$ cat src/design/cfa_pkg.sv
`timescale 1ns / 1ps
// ----------------------------------------------------------------------------
// cfa_pkg
// Shared types and constants of the contiguous fit allocator.
// ----------------------------------------------------------------------------
package cfa_pkg;

    localparam int DefMemUnits = 128;

    localparam logic [1:0] POL_FIRST = 2'd0;
    localparam logic [1:0] POL_BEST  = 2'd1;
    localparam logic [1:0] POL_WORST = 2'd2;

    localparam logic [1:0] OUT_LOADED  = 2'd0;
    localparam logic [1:0] OUT_EVICTED = 2'd1;
    localparam logic [1:0] OUT_REJECT  = 2'd2;

    localparam logic [0:0] REG_POLICY = 1'd0;
    localparam logic [0:0] REG_LIMIT  = 1'd1;

    localparam logic [3:0] SWAP_LIMIT_RST = 4'd3;
    localparam logic [3:0] SWAP_MAX       = 4'd15;

    // Command issued to the cell row by the controller.
    typedef struct packed {
        logic scan;   // shift the map one cell toward the head
        logic mark;   // apply the range update when not shifting
        logic value;  // value written into the range
    } cfa_row_cmd_t;

endpackage

$ cat src/design/cfa_cell.sv
`timescale 1ns / 1ps
// ----------------------------------------------------------------------------
// cfa_cell
// One unit of the free map: holds its used bit and passes it to its neighbor.
// ----------------------------------------------------------------------------
module cfa_cell
    import cfa_pkg::*;
(
    input  logic         clk,
    input  logic         rst_n,
    input  cfa_row_cmd_t cmd,
    input  logic         in_range,
    input  logic         shift_in,
    output logic         bit_out
);

    logic used_reg;
    logic used_next;

    always_comb
    begin
        used_next = used_reg;
        if (cmd.scan)
        begin
            used_next = shift_in;
        end
        else if (cmd.mark && in_range)
        begin
            used_next = cmd.value;
        end
    end

    always_ff @(posedge clk or negedge rst_n)
    begin
        if (!rst_n)
        begin
            used_reg <= 1'b0;
        end
        else
        begin
            used_reg <= used_next;
        end
    end

    assign bit_out = used_reg;

endmodule

$ cat src/design/cfa_row.sv
`timescale 1ns / 1ps
// ----------------------------------------------------------------------------
// cfa_row
// The chain of map cells. During a scan the map rotates one unit per cycle,
// so the unit at the output is the address given by the scan counter.
// ----------------------------------------------------------------------------
module cfa_row
    import cfa_pkg::*;
#(
    parameter int MEM_UNITS = DefMemUnits,
    localparam int AW = $clog2(MEM_UNITS)
)
(
    input  logic         clk,
    input  logic         rst_n,
    input  cfa_row_cmd_t cmd,
    input  logic [AW:0]  rng_lo,
    input  logic [AW+1:0] rng_hi,
    output logic         head_bit
);

    logic [MEM_UNITS-1:0] q;

    genvar g;
    generate
        for (g = 0; g < MEM_UNITS; g++)
        begin : g_cell
            logic in_rng;
            assign in_rng = ((AW+2)'(g) >= {1'b0, rng_lo}) && ((AW+2)'(g) < rng_hi);
            cfa_cell u_cell (
                .clk      (clk),
                .rst_n    (rst_n),
                .cmd      (cmd),
                .in_range (in_rng),
                .shift_in (q[(g + 1) % MEM_UNITS]),
                .bit_out  (q[g])
            );
        end
    endgenerate

    assign head_bit = q[0];

endmodule

$ cat src/design/contiguous_fit_allocator.sv
`timescale 1ns / 1ps
// ----------------------------------------------------------------------------
// contiguous_fit_allocator
// First, best or worst fit placement into a unit-granular free map.
// ----------------------------------------------------------------------------
// The free map is a ring of one-bit cells that rotates once per request
// while the hole tracker watches one unit a cycle. The read state then marks
// or frees the chosen range in all cells at once and loads the result, and
// the done state returns to idle. A stalled result beat holds the read state
// until the result register is free. One request is in flight at a time; the
// result register holds the beat while a new request may already be accepted.
module contiguous_fit_allocator
    import cfa_pkg::*;
#(
    parameter int MEM_UNITS = DefMemUnits,
    localparam int AW = $clog2(MEM_UNITS)
)
(
    input  logic       clk,
    input  logic       rst_n,
    input  logic       cfg_valid,
    output logic       cfg_ready,
    input  logic       cfg_index,
    input  logic [3:0] cfg_data,
    input  logic       in_valid,
    output logic       in_stall,
    input  logic [7:0] proc_name,
    input  logic [7:0] proc_size,
    input  logic [3:0] prior_swaps,
    output logic       out_valid,
    input  logic       out_stall,
    output logic [1:0] outcome,
    output logic [7:0] out_name,
    output logic [AW-1:0] out_start,
    output logic [AW:0] out_size,
    output logic [3:0] out_swaps,
    output logic       requeue,
    output logic [AW:0] resident_count,
    output logic [AW-1:0] hole_count,
    output logic [AW:0] used_units
);

    localparam logic [1:0] ST_IDLE = 2'd0;
    localparam logic [1:0] ST_SCAN = 2'd1;
    localparam logic [1:0] ST_READ = 2'd2;
    localparam logic [1:0] ST_DONE = 2'd3;
    localparam int EW = 8 + AW + (AW + 1) + 4;
    localparam logic [AW-1:0] LAST_SLOT = AW'(MEM_UNITS - 1);

    logic [1:0]   st_reg, st_next;
    logic [1:0]   pol_reg;
    logic [3:0]   lim_reg;
    logic [7:0]   name_reg;
    logic [7:0]   size_reg;
    logic [3:0]   prior_reg;
    logic [AW:0]  cnt_reg, cnt_next;
    logic [AW:0]  run_len_reg, run_len_next;
    logic [AW-1:0] run_st_reg, run_st_next;
    logic         found_reg, found_next;
    logic [AW-1:0] pk_st_reg, pk_st_next;
    logic [AW:0]  pk_len_reg, pk_len_next;
    logic [AW:0]  holes_reg, holes_next;
    logic [AW:0]  used_reg;
    logic [AW-1:0] head_reg, tail_reg;
    logic [AW:0]  tot_reg;
    logic [EW-1:0] fifo_mem [MEM_UNITS];
    logic [EW-1:0] rd_reg;
    cfa_row_cmd_t cmd;
    logic [AW:0]  rng_lo;
    logic [AW+1:0] rng_hi;
    logic         head_bit;
    logic         rd_en;

    cfa_row #(.MEM_UNITS(MEM_UNITS)) u_row (
        .clk      (clk),
        .rst_n    (rst_n),
        .cmd      (cmd),
        .rng_lo   (rng_lo),
        .rng_hi   (rng_hi),
        .head_bit (head_bit)
    );

    assign cfg_ready = (st_reg == ST_IDLE);
    assign in_stall  = (st_reg != ST_IDLE);

    always_ff @(posedge clk or negedge rst_n)
    begin
        if (!rst_n)
        begin
            pol_reg <= POL_FIRST;
            lim_reg <= SWAP_LIMIT_RST;
        end
        else if (cfg_valid && cfg_ready)
        begin
            case (cfg_index)
                REG_POLICY: pol_reg <= cfg_data[1:0];
                REG_LIMIT:  lim_reg <= cfg_data;
                default:    ;
            endcase
        end
    end

    // Hole tracking: a hole closes at a used unit or at the end of the map.
    logic         sz_ok;
    logic         last_unit;
    logic         close;
    logic [AW:0]  clen;
    logic [AW-1:0] cst;
    logic         take;
    logic         fits;
    logic         ev;
    logic [AW:0]  size_u;

    assign sz_ok = (size_reg != 8'd0) && (int'(size_reg) <= MEM_UNITS);
    assign last_unit = (cnt_reg == (AW+1)'(MEM_UNITS - 1));
    assign size_u = (AW+1)'(size_reg);

    always_comb
    begin
        run_len_next = run_len_reg;
        run_st_next  = run_st_reg;
        close = 1'b0;
        clen  = run_len_reg;
        cst   = run_st_reg;
        if (!head_bit)
        begin
            if (run_len_reg == '0)
            begin
                run_st_next = cnt_reg[AW-1:0];
                cst = cnt_reg[AW-1:0];
            end
            run_len_next = run_len_reg + 1'b1;
            clen = run_len_next;
            if (last_unit)
            begin
                close = 1'b1;
            end
        end
        else
        begin
            close = (run_len_reg != '0);
            run_len_next = '0;
        end
        fits = (int'(clen) >= int'(size_reg));
        case (pol_reg)
            POL_WORST: take = !found_reg || (clen > pk_len_reg);
            POL_BEST:  take = fits && (!found_reg || (clen < pk_len_reg));
            default:   take = !found_reg && fits;
        endcase
        found_next  = found_reg;
        pk_st_next  = pk_st_reg;
        pk_len_next = pk_len_reg;
        holes_next  = holes_reg;
        if (close)
        begin
            holes_next = holes_reg + 1'b1;
            if (take)
            begin
                found_next  = 1'b1;
                pk_st_next  = cst;
                pk_len_next = clen;
            end
        end
    end

    logic load_ok;
    assign load_ok = sz_ok && found_reg && (int'(pk_len_reg) >= int'(size_reg))
                     && (tot_reg < (AW+1)'(MEM_UNITS));
    assign ev = sz_ok && !load_ok && (tot_reg != '0);

    assign rd_en = (st_reg == ST_SCAN) && last_unit;

    // Result decode of the fetched head entry.
    logic [7:0]    e_name;
    logic [AW-1:0] e_start;
    logic [AW:0]   e_size;
    logic [3:0]    e_swaps, e_inc;
    assign {e_name, e_start, e_size, e_swaps} = rd_reg;
    assign e_inc = (e_swaps < SWAP_MAX) ? e_swaps + 4'd1 : SWAP_MAX;

    always_comb
    begin
        cmd = '0;
        rng_lo = '0;
        rng_hi = '0;
        st_next = st_reg;
        cnt_next = cnt_reg;
        case (st_reg)
            ST_IDLE:
            begin
                cnt_next = '0;
                if (in_valid) st_next = ST_SCAN;
            end
            ST_SCAN:
            begin
                cmd.scan = 1'b1;
                cnt_next = cnt_reg + 1'b1;
                if (last_unit) st_next = ST_READ;
            end
            ST_READ:
            begin
                if (!out_valid || !out_stall)
                begin
                    st_next = ST_DONE;
                    cmd.mark = load_ok || ev;
                    cmd.value = load_ok;
                    if (load_ok)
                    begin
                        rng_lo = {1'b0, pk_st_reg};
                        rng_hi = (AW+2)'(pk_st_reg) + (AW+2)'(size_reg);
                    end
                    else
                    begin
                        rng_lo = {1'b0, e_start};
                        rng_hi = (AW+2)'(e_start) + (AW+2)'(e_size);
                    end
                end
            end
            default:
            begin
                st_next = ST_IDLE;
            end
        endcase
    end

    always_ff @(posedge clk)
    begin
        if (st_reg == ST_IDLE && in_valid)
        begin
            name_reg  <= proc_name;
            size_reg  <= proc_size;
            prior_reg <= prior_swaps;
        end
        if (rd_en)
        begin
            rd_reg <= fifo_mem[head_reg];
        end
        if (st_reg == ST_READ && st_next == ST_DONE && load_ok)
        begin
            fifo_mem[tail_reg] <= {name_reg, pk_st_reg, size_u, prior_reg};
        end
    end

    always_ff @(posedge clk or negedge rst_n)
    begin
        if (!rst_n)
        begin
            st_reg <= ST_IDLE;
            cnt_reg <= '0;
            run_len_reg <= '0;
            run_st_reg <= '0;
            found_reg <= 1'b0;
            pk_st_reg <= '0;
            pk_len_reg <= '0;
            holes_reg <= '0;
            used_reg <= '0;
            head_reg <= '0;
            tail_reg <= '0;
            tot_reg <= '0;
            out_valid <= 1'b0;
            outcome <= OUT_REJECT;
            out_name <= '0;
            out_start <= '0;
            out_size <= '0;
            out_swaps <= '0;
            requeue <= 1'b0;
            resident_count <= '0;
            hole_count <= '0;
            used_units <= '0;
        end
        else
        begin
            st_reg <= st_next;
            cnt_reg <= cnt_next;
            if (st_reg == ST_IDLE)
            begin
                run_len_reg <= '0;
                found_reg <= 1'b0;
                pk_len_reg <= '0;
                pk_st_reg <= '0;
                holes_reg <= '0;
            end
            else if (st_reg == ST_SCAN)
            begin
                run_len_reg <= run_len_next;
                run_st_reg <= run_st_next;
                found_reg <= found_next;
                pk_st_reg <= pk_st_next;
                pk_len_reg <= pk_len_next;
                holes_reg <= holes_next;
            end
            if (st_reg == ST_READ && st_next == ST_DONE)
            begin
                out_valid <= 1'b1;
                hole_count <= holes_reg[AW-1:0];
                if (load_ok)
                begin
                    outcome <= OUT_LOADED;
                    out_name <= name_reg;
                    out_start <= pk_st_reg;
                    out_size <= size_u;
                    out_swaps <= prior_reg;
                    requeue <= 1'b0;
                    tail_reg <= (tail_reg == LAST_SLOT) ? '0 : tail_reg + 1'b1;
                    tot_reg <= tot_reg + 1'b1;
                    resident_count <= tot_reg + 1'b1;
                    used_reg <= used_reg + size_u;
                    used_units <= used_reg + size_u;
                end
                else if (ev)
                begin
                    outcome <= OUT_EVICTED;
                    out_name <= e_name;
                    out_start <= e_start;
                    out_size <= e_size;
                    out_swaps <= e_inc;
                    requeue <= (e_inc < lim_reg);
                    head_reg <= (head_reg == LAST_SLOT) ? '0 : head_reg + 1'b1;
                    tot_reg <= tot_reg - 1'b1;
                    resident_count <= tot_reg - 1'b1;
                    used_reg <= used_reg - e_size;
                    used_units <= used_reg - e_size;
                end
                else
                begin
                    outcome <= OUT_REJECT;
                    out_name <= name_reg;
                    out_start <= '0;
                    out_size <= '0;
                    out_swaps <= '0;
                    requeue <= 1'b0;
                    resident_count <= tot_reg;
                    used_units <= used_reg;
                end
            end
            else if (out_valid && !out_stall)
            begin
                out_valid <= 1'b0;
            end
        end
    end

    property p_no_overfill;
        @(posedge clk) disable iff (!rst_n) tot_reg <= (AW+1)'(MEM_UNITS);
    endproperty
    a_no_overfill: assert property (p_no_overfill) else $error("resident overflow");

    a_used_bound: assert property (@(posedge clk) disable iff (!rst_n)
        used_reg <= (AW+1)'(MEM_UNITS)) else $error("used units overflow");

    a_result_after_read: assert property (@(posedge clk) disable iff (!rst_n)
        (st_reg == ST_READ && st_next == ST_DONE) |=> out_valid)
        else $error("result missing");

    a_empty_no_used: assert property (@(posedge clk) disable iff (!rst_n)
        (tot_reg == '0) |-> (used_reg == '0)) else $error("used without residents");

endmodule

$ cat config.mk
export PLATFORM = sky130hd
export DESIGN_NAME = contiguous_fit_allocator
export DESIGN_NICKNAME = d
export VERILOG_FILES = /design/src/design/cfa_pkg.sv /design/src/design/cfa_cell.sv /design/src/design/cfa_row.sv /design/src/design/contiguous_fit_allocator.sv
export SDC_FILE = /design/constraint.sdc
export NUM_CORES = 2
export LEC_CHECK = 0
export ABC_AREA = 0
export ABC_CLOCK_PERIOD_IN_PS = 8800
export BUFFER_PORTS_ARGS = -buffer_cell sky130_fd_sc_hd__buf_4
export CORE_MARGIN = 4
export CORE_UTILIZATION = 40
export CTS_CLUSTER_SIZE = 10
export DETAILED_ROUTE_END_ITERATION = 16
export SYNTH_ARGS = -nofsm -noshare
export SYNTH_HDL_FRONTEND = slang
export SYNTH_SLANG_ARGS = --single-unit
export TNS_END_PERCENT = 30
$ cat constraint.sdc
create_clock -name clk -period 8.8 [get_ports clk]
set_clock_uncertainty 0.2 [all_clocks]
set_input_delay 0.44 -clock clk [delete_from_list [all_inputs] [get_ports clk]]
set_output_delay 0.44 -clock clk [all_outputs]
set_load 0.005 [all_outputs]
### Word-level counts from Yosys, hierarchy flattened

Memory sizes are Yosys's and may differ from the RTL's. A register that Yosys moved wholly into a read port is not among the register bits.
Index checks and enable logic that the tools add are counted.

* memories: 1
* input bits: 30
* output and inout port bits: 56
* memory bits (writable): 3456
* flip-flop bits (word level): 271
* word-level logic and storage cells: 1183

* reduce and logical (&&, ||, !) cells: 425
* order comparisons: 264
* muxes and demuxes: 317
* equal/unequal tests: 8
* $add $sub $neg: 12
* bitwise operators: 3

Memories
* fifo_mem: depth 128, width 27, rd ports 1, clocked after Yosys merged registers in 1, write ports 1, RTL line contiguous_fit_allocator.sv:66 `logic [EW-1:0] fifo_mem [MEM_UNITS];`

Operator list (count)
* 7-bit by 9-bit less-than comparator with 1-bit output, first input constant: 64
* 7-bit >= comparator, first input constant: 64
* 6-bit by 9-bit less-than comparator with 1-bit output, first input constant: 32
* 1-bit logical AND: 270
* 1-bit 2-to-1 mux: 269
* 2-bit nonzero test: 134
* 6-bit by 7-bit >= comparator with 1-bit output, first input constant: 32
* 8-bit 2-to-1 mux: 19
* 5-bit by 9-bit less-than comparator with 1-bit output, first input constant: 16
* 5-bit by 7-bit >= comparator with 1-bit output, first input constant: 16
* 7-bit 2-to-1 mux: 13
* 4-bit by 9-bit less-than comparator with 1-bit output, first input constant: 8
* 4-bit by 7-bit >= comparator with 1-bit output, first input constant: 8
* 3-bit by 9-bit less-than comparator with 1-bit output, first input constant: 4
* 8-bit by 1-bit adder with 8-bit output, second input constant: 4
* 3-bit by 7-bit >= comparator with 1-bit output, first input constant: 4
* 9-bit 2-to-1 mux: 3
* 8-bit nonzero test: 3
* 7-bit by 8-bit adder with 9-bit output: 2
* 1-bit by 9-bit less-than comparator with 1-bit output, first input constant: 2
* 2-bit by 9-bit less-than comparator with 1-bit output, first input constant: 2
* 8-bit >= comparator: 2
* 8-bit case mux with 2 select lines: 1
* 7-bit by 1-bit adder with 7-bit output, second input constant: 2
* 27 further kinds: 55

### Logic depth before layout (Yosys ltp)

* depth in word-level cells: 14
* gate-level depth with buffers: 22
* gate-level depth less buffers: 18

### Cells and area by module

Synthesis repeated with hierarchy kept, for this count alone.

* cells, all modules: 7809
* area, all modules: 151709.3 µm²

Modules (own cells, without submodules)
* contiguous_fit_allocator: times used 1, cells each 6709, seq. area each 108247.6 µm², area each 142108.8 µm²
* cfa_cell: times used 128, cells each 5, seq. area each 25.0 µm², area each 53.8 µm²
* cfa_row: times used 1, cells each 460, seq. area each 0.0 µm², area each 2713.9 µm²

### Least setup slack after synthesis

No wires, ideal clock.

* kind: register -> register
* start: register size_reg[1]
* end: register used_reg[7]
* data required time: 8.477 ns
* arrival time: 6.096 ns
* slack: 2.381 ns
* clock period less this slack: 6.419 ns
* path buffers: 4
* library setup time: 0.123 ns
* cell stages (with the launch flop): 21
* cell sequence: edfxtp_1 > inv_1 > ha_1 > a2111oi_0 > o21a_1 > buf_2 > nor2_8 > inv_2 > buf_6 > buf_2 > buf_1 > o21ai_0 > ha_1 > a21o_1 > a21o_1 > a21o_1 > a21oi_1 > o21ai_0 > xnor2_1 > nand2_1 > xnor2_1

* longest elaborated chain between the ends: 10
* elaborated cells on any way between the ends: 14
* classes of those cells: add/sub: 1; order compare: 2; mux: 1; reduce/logical: 10

RTL lines
* start: declaration: RTL line contiguous_fit_allocator.sv:54 `logic [7:0] size_reg;`
* start signal: assignment: RTL line contiguous_fit_allocator.sv:231 `size_reg <= proc_size;`
* 8-bit <= comparator / 8-bit nonzero test (equally long branches): RTL line contiguous_fit_allocator.sv:114 `assign sz_ok = (size_reg != 8'd0) && (int'(size_reg) <= MEM_UNITS);`
* 1-bit logical AND: RTL line contiguous_fit_allocator.sv:114
* 1-bit logical AND (2 in series): RTL line contiguous_fit_allocator.sv:167 `assign load_ok = sz_ok && found_reg && (int'(pk_len_reg) >= int'(size_reg))`
* 1-bit logical AND: RTL line contiguous_fit_allocator.sv:168 `&& (tot_reg < (AW+1)'(MEM_UNITS));`
* 1-bit zero test: RTL line contiguous_fit_allocator.sv:169 `assign ev = sz_ok && !load_ok && (tot_reg != '0);`
* 1-bit logical AND (2 in series): RTL line contiguous_fit_allocator.sv:169
* 2-bit nonzero test (no source line)
* 2-bit AND reduction (no source line)
* end signal: assignment: RTL line contiguous_fit_allocator.sv:307 `used_reg <= used_reg + size_u;`
* end signal: assignment: RTL line contiguous_fit_allocator.sv:321 `used_reg <= used_reg - e_size;`
* end: declaration: RTL line contiguous_fit_allocator.sv:63 `logic [AW:0] used_reg;`

Parallel ways exist; a longest one is shown, timed or not.
A chain may end at the register's enable or synchronous reset.

### Worst setup path after layout

* start: register size_reg[0]
* end: register tot_reg[7]

* longest elaborated chain between the ends: 10
* elaborated cells on any way between the ends: 13
* classes of those cells: order compare: 2; mux: 1; reduce/logical: 10

RTL lines
* 8-bit <= comparator / 8-bit nonzero test (equally long branches): RTL line contiguous_fit_allocator.sv:114
* 1-bit logical AND: RTL line contiguous_fit_allocator.sv:114
* 1-bit logical AND (2 in series): RTL line contiguous_fit_allocator.sv:167
* 1-bit logical AND: RTL line contiguous_fit_allocator.sv:168
* 1-bit zero test: RTL line contiguous_fit_allocator.sv:169
* 1-bit logical AND (2 in series): RTL line contiguous_fit_allocator.sv:169
* 2-bit nonzero test (no source line)
* 2-bit AND reduction (no source line)
* end signal: assignment: RTL line contiguous_fit_allocator.sv:305 `tot_reg <= tot_reg + 1'b1;`
* end signal: assignment: RTL line contiguous_fit_allocator.sv:319 `tot_reg <= tot_reg - 1'b1;`
* end signal: assignment: RTL line contiguous_fit_allocator.sv:344 `@(posedge clk) disable iff (!rst_n) tot_reg <= (AW+1)'(MEM_UNITS);`
* end: declaration: RTL line contiguous_fit_allocator.sv:65 `logic [AW:0] tot_reg;`

Parallel ways exist; a longest one is shown, timed or not.

==> flow_summary_export.csv <==
group,metric,value,unit
floorplanning,dieHeight,622,um
floorplanning,die_w,622,um
placed_design,numPortBuffers,85,
synthesis,synth.top_cell.area_share,69.8,%
worst_setup_path,crit_family,"compound AO/OA/AOI/OAI gates",
power_and_ir_drop,ir_drop,0.173,mV
detailed_routing,viasPerCell,6.10,
cts,post_cts_buffers,0,
detailed_routing,ant_nets,0,
layout,drive_gt1_share,27.7,%
worst_setup_path,cp_slowest_cell,"edfxtp_1",
synthesis,ys_warn_count,0,
sta,tightest_slew,1.44,ns
worst_setup_path,critPathKind,"reg -> reg",
synthesis,avgSynthCellArea,20.8,um^2
synthesis,synth_nets,7330,
cts,cts_tree,"yes",
placed_design,gp_congestion,0.961,
sta,fin_crit_sh,70.6,%
sta,fin_ws,2.58,ns
job,maxCapViolations,0,
global_routing,antenna_found_initial,50,
synthesis,ys_top_cells_by_area,"edfxtp_1, mux4_2, dfrtp_1",
synthesis,synth_top_area_cell,"edfxtp_1",
global_routing,grt_overflow,0,
sta,hold_viol,0,
worst_setup_path,cp_max_fo,52,
power_and_ir_drop,combPwrFrac,0.2,%
floorplanning,core-area,0.376,mm^2
global_routing,grt_max_degree,150,
cts,cts_root_buffer,"clkbuf_16",
worst_setup_path,worst_setup_path_end_kind,"register",
cts,clk_pin_slew,0.06,ns
layout,area_delta_synth_final,13.3,%
power_and_ir_drop,switching_share,19.2,%
worst_setup_path,cp_num_buf_inv,4,
synthesis,synth-seq-cells,3753,
power_and_ir_drop,pwr-share-clk,44.5,%
global_routing,grt_pass1_wl,602,mm
detailed_routing,drt_first_pass_iters,7,
floorplanning,io_pins,86,
worst_setup_path,cp.arrival,6.91,ns
sta,whs,0.0650,ns
synthesis,synth.most_common_cell,"edfxtp_1",
detailed_routing,drcViolationCount,0,
power_and_ir_drop,power.net_switching,6.68,mW
placed_design,dpl.hpwl,256,mm
synthesis,synthArstFlopShare,6.66,%
detailed_routing,via_count,77400,
sta,max_freq,161,MHz
sta,slew_headroom,4.02,%
synthesis,synth_cell_types,99,
cts,cts_max_path_buffers,4,
detailed_routing,dr.first_iter.drc_count,11500,
detailed_routing,routed_wl,426,mm
global_routing,grt_pass1_vias,76300,
layout,largest_register_ffs,3456,
sta,final_max_slew_viol_count,0,
synthesis,netlist_instances,7233,
worst_setup_path,cp.depth,19,
power_and_ir_drop,seqPwrFrac,55.3,%
worst_setup_path,cp_cell_sequence,"buf_4 -> ha_1 -> nand2b_1 -> a2111oi_0 -> o21a_2 -> buf_4 -> nor2_8 -> inv_2 -> buf_4 -> ha_1 -> a21o_1 -> a21o_1 -> a21o_1 -> a21oi_1 -> nor2b_1 -> o21ai_0 -> nand2b_1 -> a21oi_1 -> o22a_1",
cts,h-tree-depth,5,
layout,fillCellCount,31200,
floorplanning,start_util,40.1,%
global_routing,grt_util_all_layers,21.7,%
layout,final_nets,7612,
sta,rsz0062_at_grt,"no",
worst_setup_path,max_stage_delay,0.66,ns
worst_setup_path,cp.required,9.49,ns
placed_design,dp_slack,2.60,ns
cts,numCtsBuffers,422,
sta,tns,0,ns
status,status,"completed",
worst_setup_path,ff2ff_path_depth,19,
synthesis,synth_edf_count,3503,
hold_path,holdPathStages,2,
cts,clk_latency,0.98,ns
detailed_routing,wire_per_inst,33.6,um
sta,setup_violations,0,
floorplanning,core.rowCount,225,
sta,fin_crit,6.22,ns
synthesis,syn_area,0.151,mm^2
synthesis,ys_top_cells_by_count,"edfxtp_1, mux4_2, nor2_1",
synthesis,yosys_most_used_dff,"edfxtp_1",
hold_path,min_path_type,"in -> reg",
floorplanning,dieArea,0.387,mm^2
power_and_ir_drop,p_int,28.1,mW
synthesis,yosysSeqAreaShare,73.9,%
power_and_ir_drop,powerDensity,204,mW/mm^2
cts,cts.sinks,3753,
power_and_ir_drop,p_leak,54.5,nW
worst_setup_path,start_kind,"register",
[metal layers]
| layer | vias up | GRT usage (%) | wire length (um) |
|---|---|---|---|
| met3 | 628 | 3.74 | 37300 |
| li1 | 30800 | - | - |
| met1 | 42000 | 31.8 | 176000 |
| met2 | 3949 | 33.1 | 199000 |
| met4 | 2 | 7.24 | 14300 |
| met5 | - | 0 | 8 |
[final cells by class]
type	count	area, um^2	area share (%)
diodes	53	133	0.0777
clock buffers	523	11200	6.54
clock inverters	32	398	0.233
inverters	42	158	0.0923
multi-input cells	3014	38500	22.6
flip-flops and latches	3753	112000	65.3
well taps	4994	6250	3.66
repair buffers	282	2600	1.52
[timing repair]
action	in CTS	in global routing
hold buffers	47	0
hold endpoints to repair	128	0
resized for setup	0	0
[metrics by stage]
| step | instances | power, mW | instance area, um^2 | utilization [%] |
|---|---|---|---|---|
| after CTS | 12600 | 35.0 | 171000 | 45.4 |
| after global routing | 12700 | 35.8 | 171000 | 45.4 |
| after global placement | 12000 | 19.6 | 159000 | 42.2 |
| after floorplan | 7233 | 19.6 | 151000 | - |
| after detailed placement | 12000 | 19.6 | 159000 | 42.2 |
| final | 12700 | 34.8 | 171000 | 45.5 |
[power by group through the flow]
stage,Combinational (mW),Sequential [mW],Clock [mW]
3_3_place_gp,0.0446,19.6,0
6_report,0.0590,19.2,15.5
5_1_grt,0.0661,19.2,16.5
3_5_place_dp,0.0452,19.6,0
2_1_floorplan,0.0000547,19.6,0
4_1_cts,0.0623,19.2,15.7
[kinds of logic after synthesis]
family / synth area share, %
xor gates and xnor gates: 0.273
muxes: 18.1
and+or+nand+nor: 2.90
buffers and inverters: 1.21
AOI/OAI and AO/OA: 2.99
adders and majority gates: 0.576
DFF: 73.9
[path summary, 6_finish.rpt]
check / startpoint / slack, ns / end
setup / recovery: size_reg[0] / 2.58 / tot_reg[7]
max in group asynchronous: rst_n / 6.90 / out_size[7]
setup reg to reg: size_reg[0] / 2.58 / tot_reg[7]
hold reg to reg: u_row.g_cell[41].u_cell.bit_out / 0.27 / u_row.g_cell[40].u_cell.bit_out
hold / removal: prior_swaps[1] / 0.07 / prior_reg[1]
min in group asynchronous: rst_n / 0.32 / head_reg[1]
[cells in the final DEF (no fill, tap or decap), types with 20 or more instances in the layout]
cell	n
mux2_2	57
mux4_2	1134
clkbuf_1	87
nor3_1	52
a221oi_1	20
edfxtp_1	3503
nor2b_1	21
nand3_1	66
buf_4	207
or3_1	24
a211oi_1	20
nand4_1	32
clkbuf_16	429
xor2_1	21
nand2b_1	26
nor2_4	131
a21oi_1	136
o211ai_1	42
nor2_1	174
buf_12	27
diode_2	53
o21ai_0	145
a21o_1	34
xnor2_1	26
dfrtp_1	233
nand2_1	278
ha_1	63
a31oi_1	39
dlygate4sd3_1	46
mux2i_1	110
inv_1	41
Power figures use the tool's default switching activity.
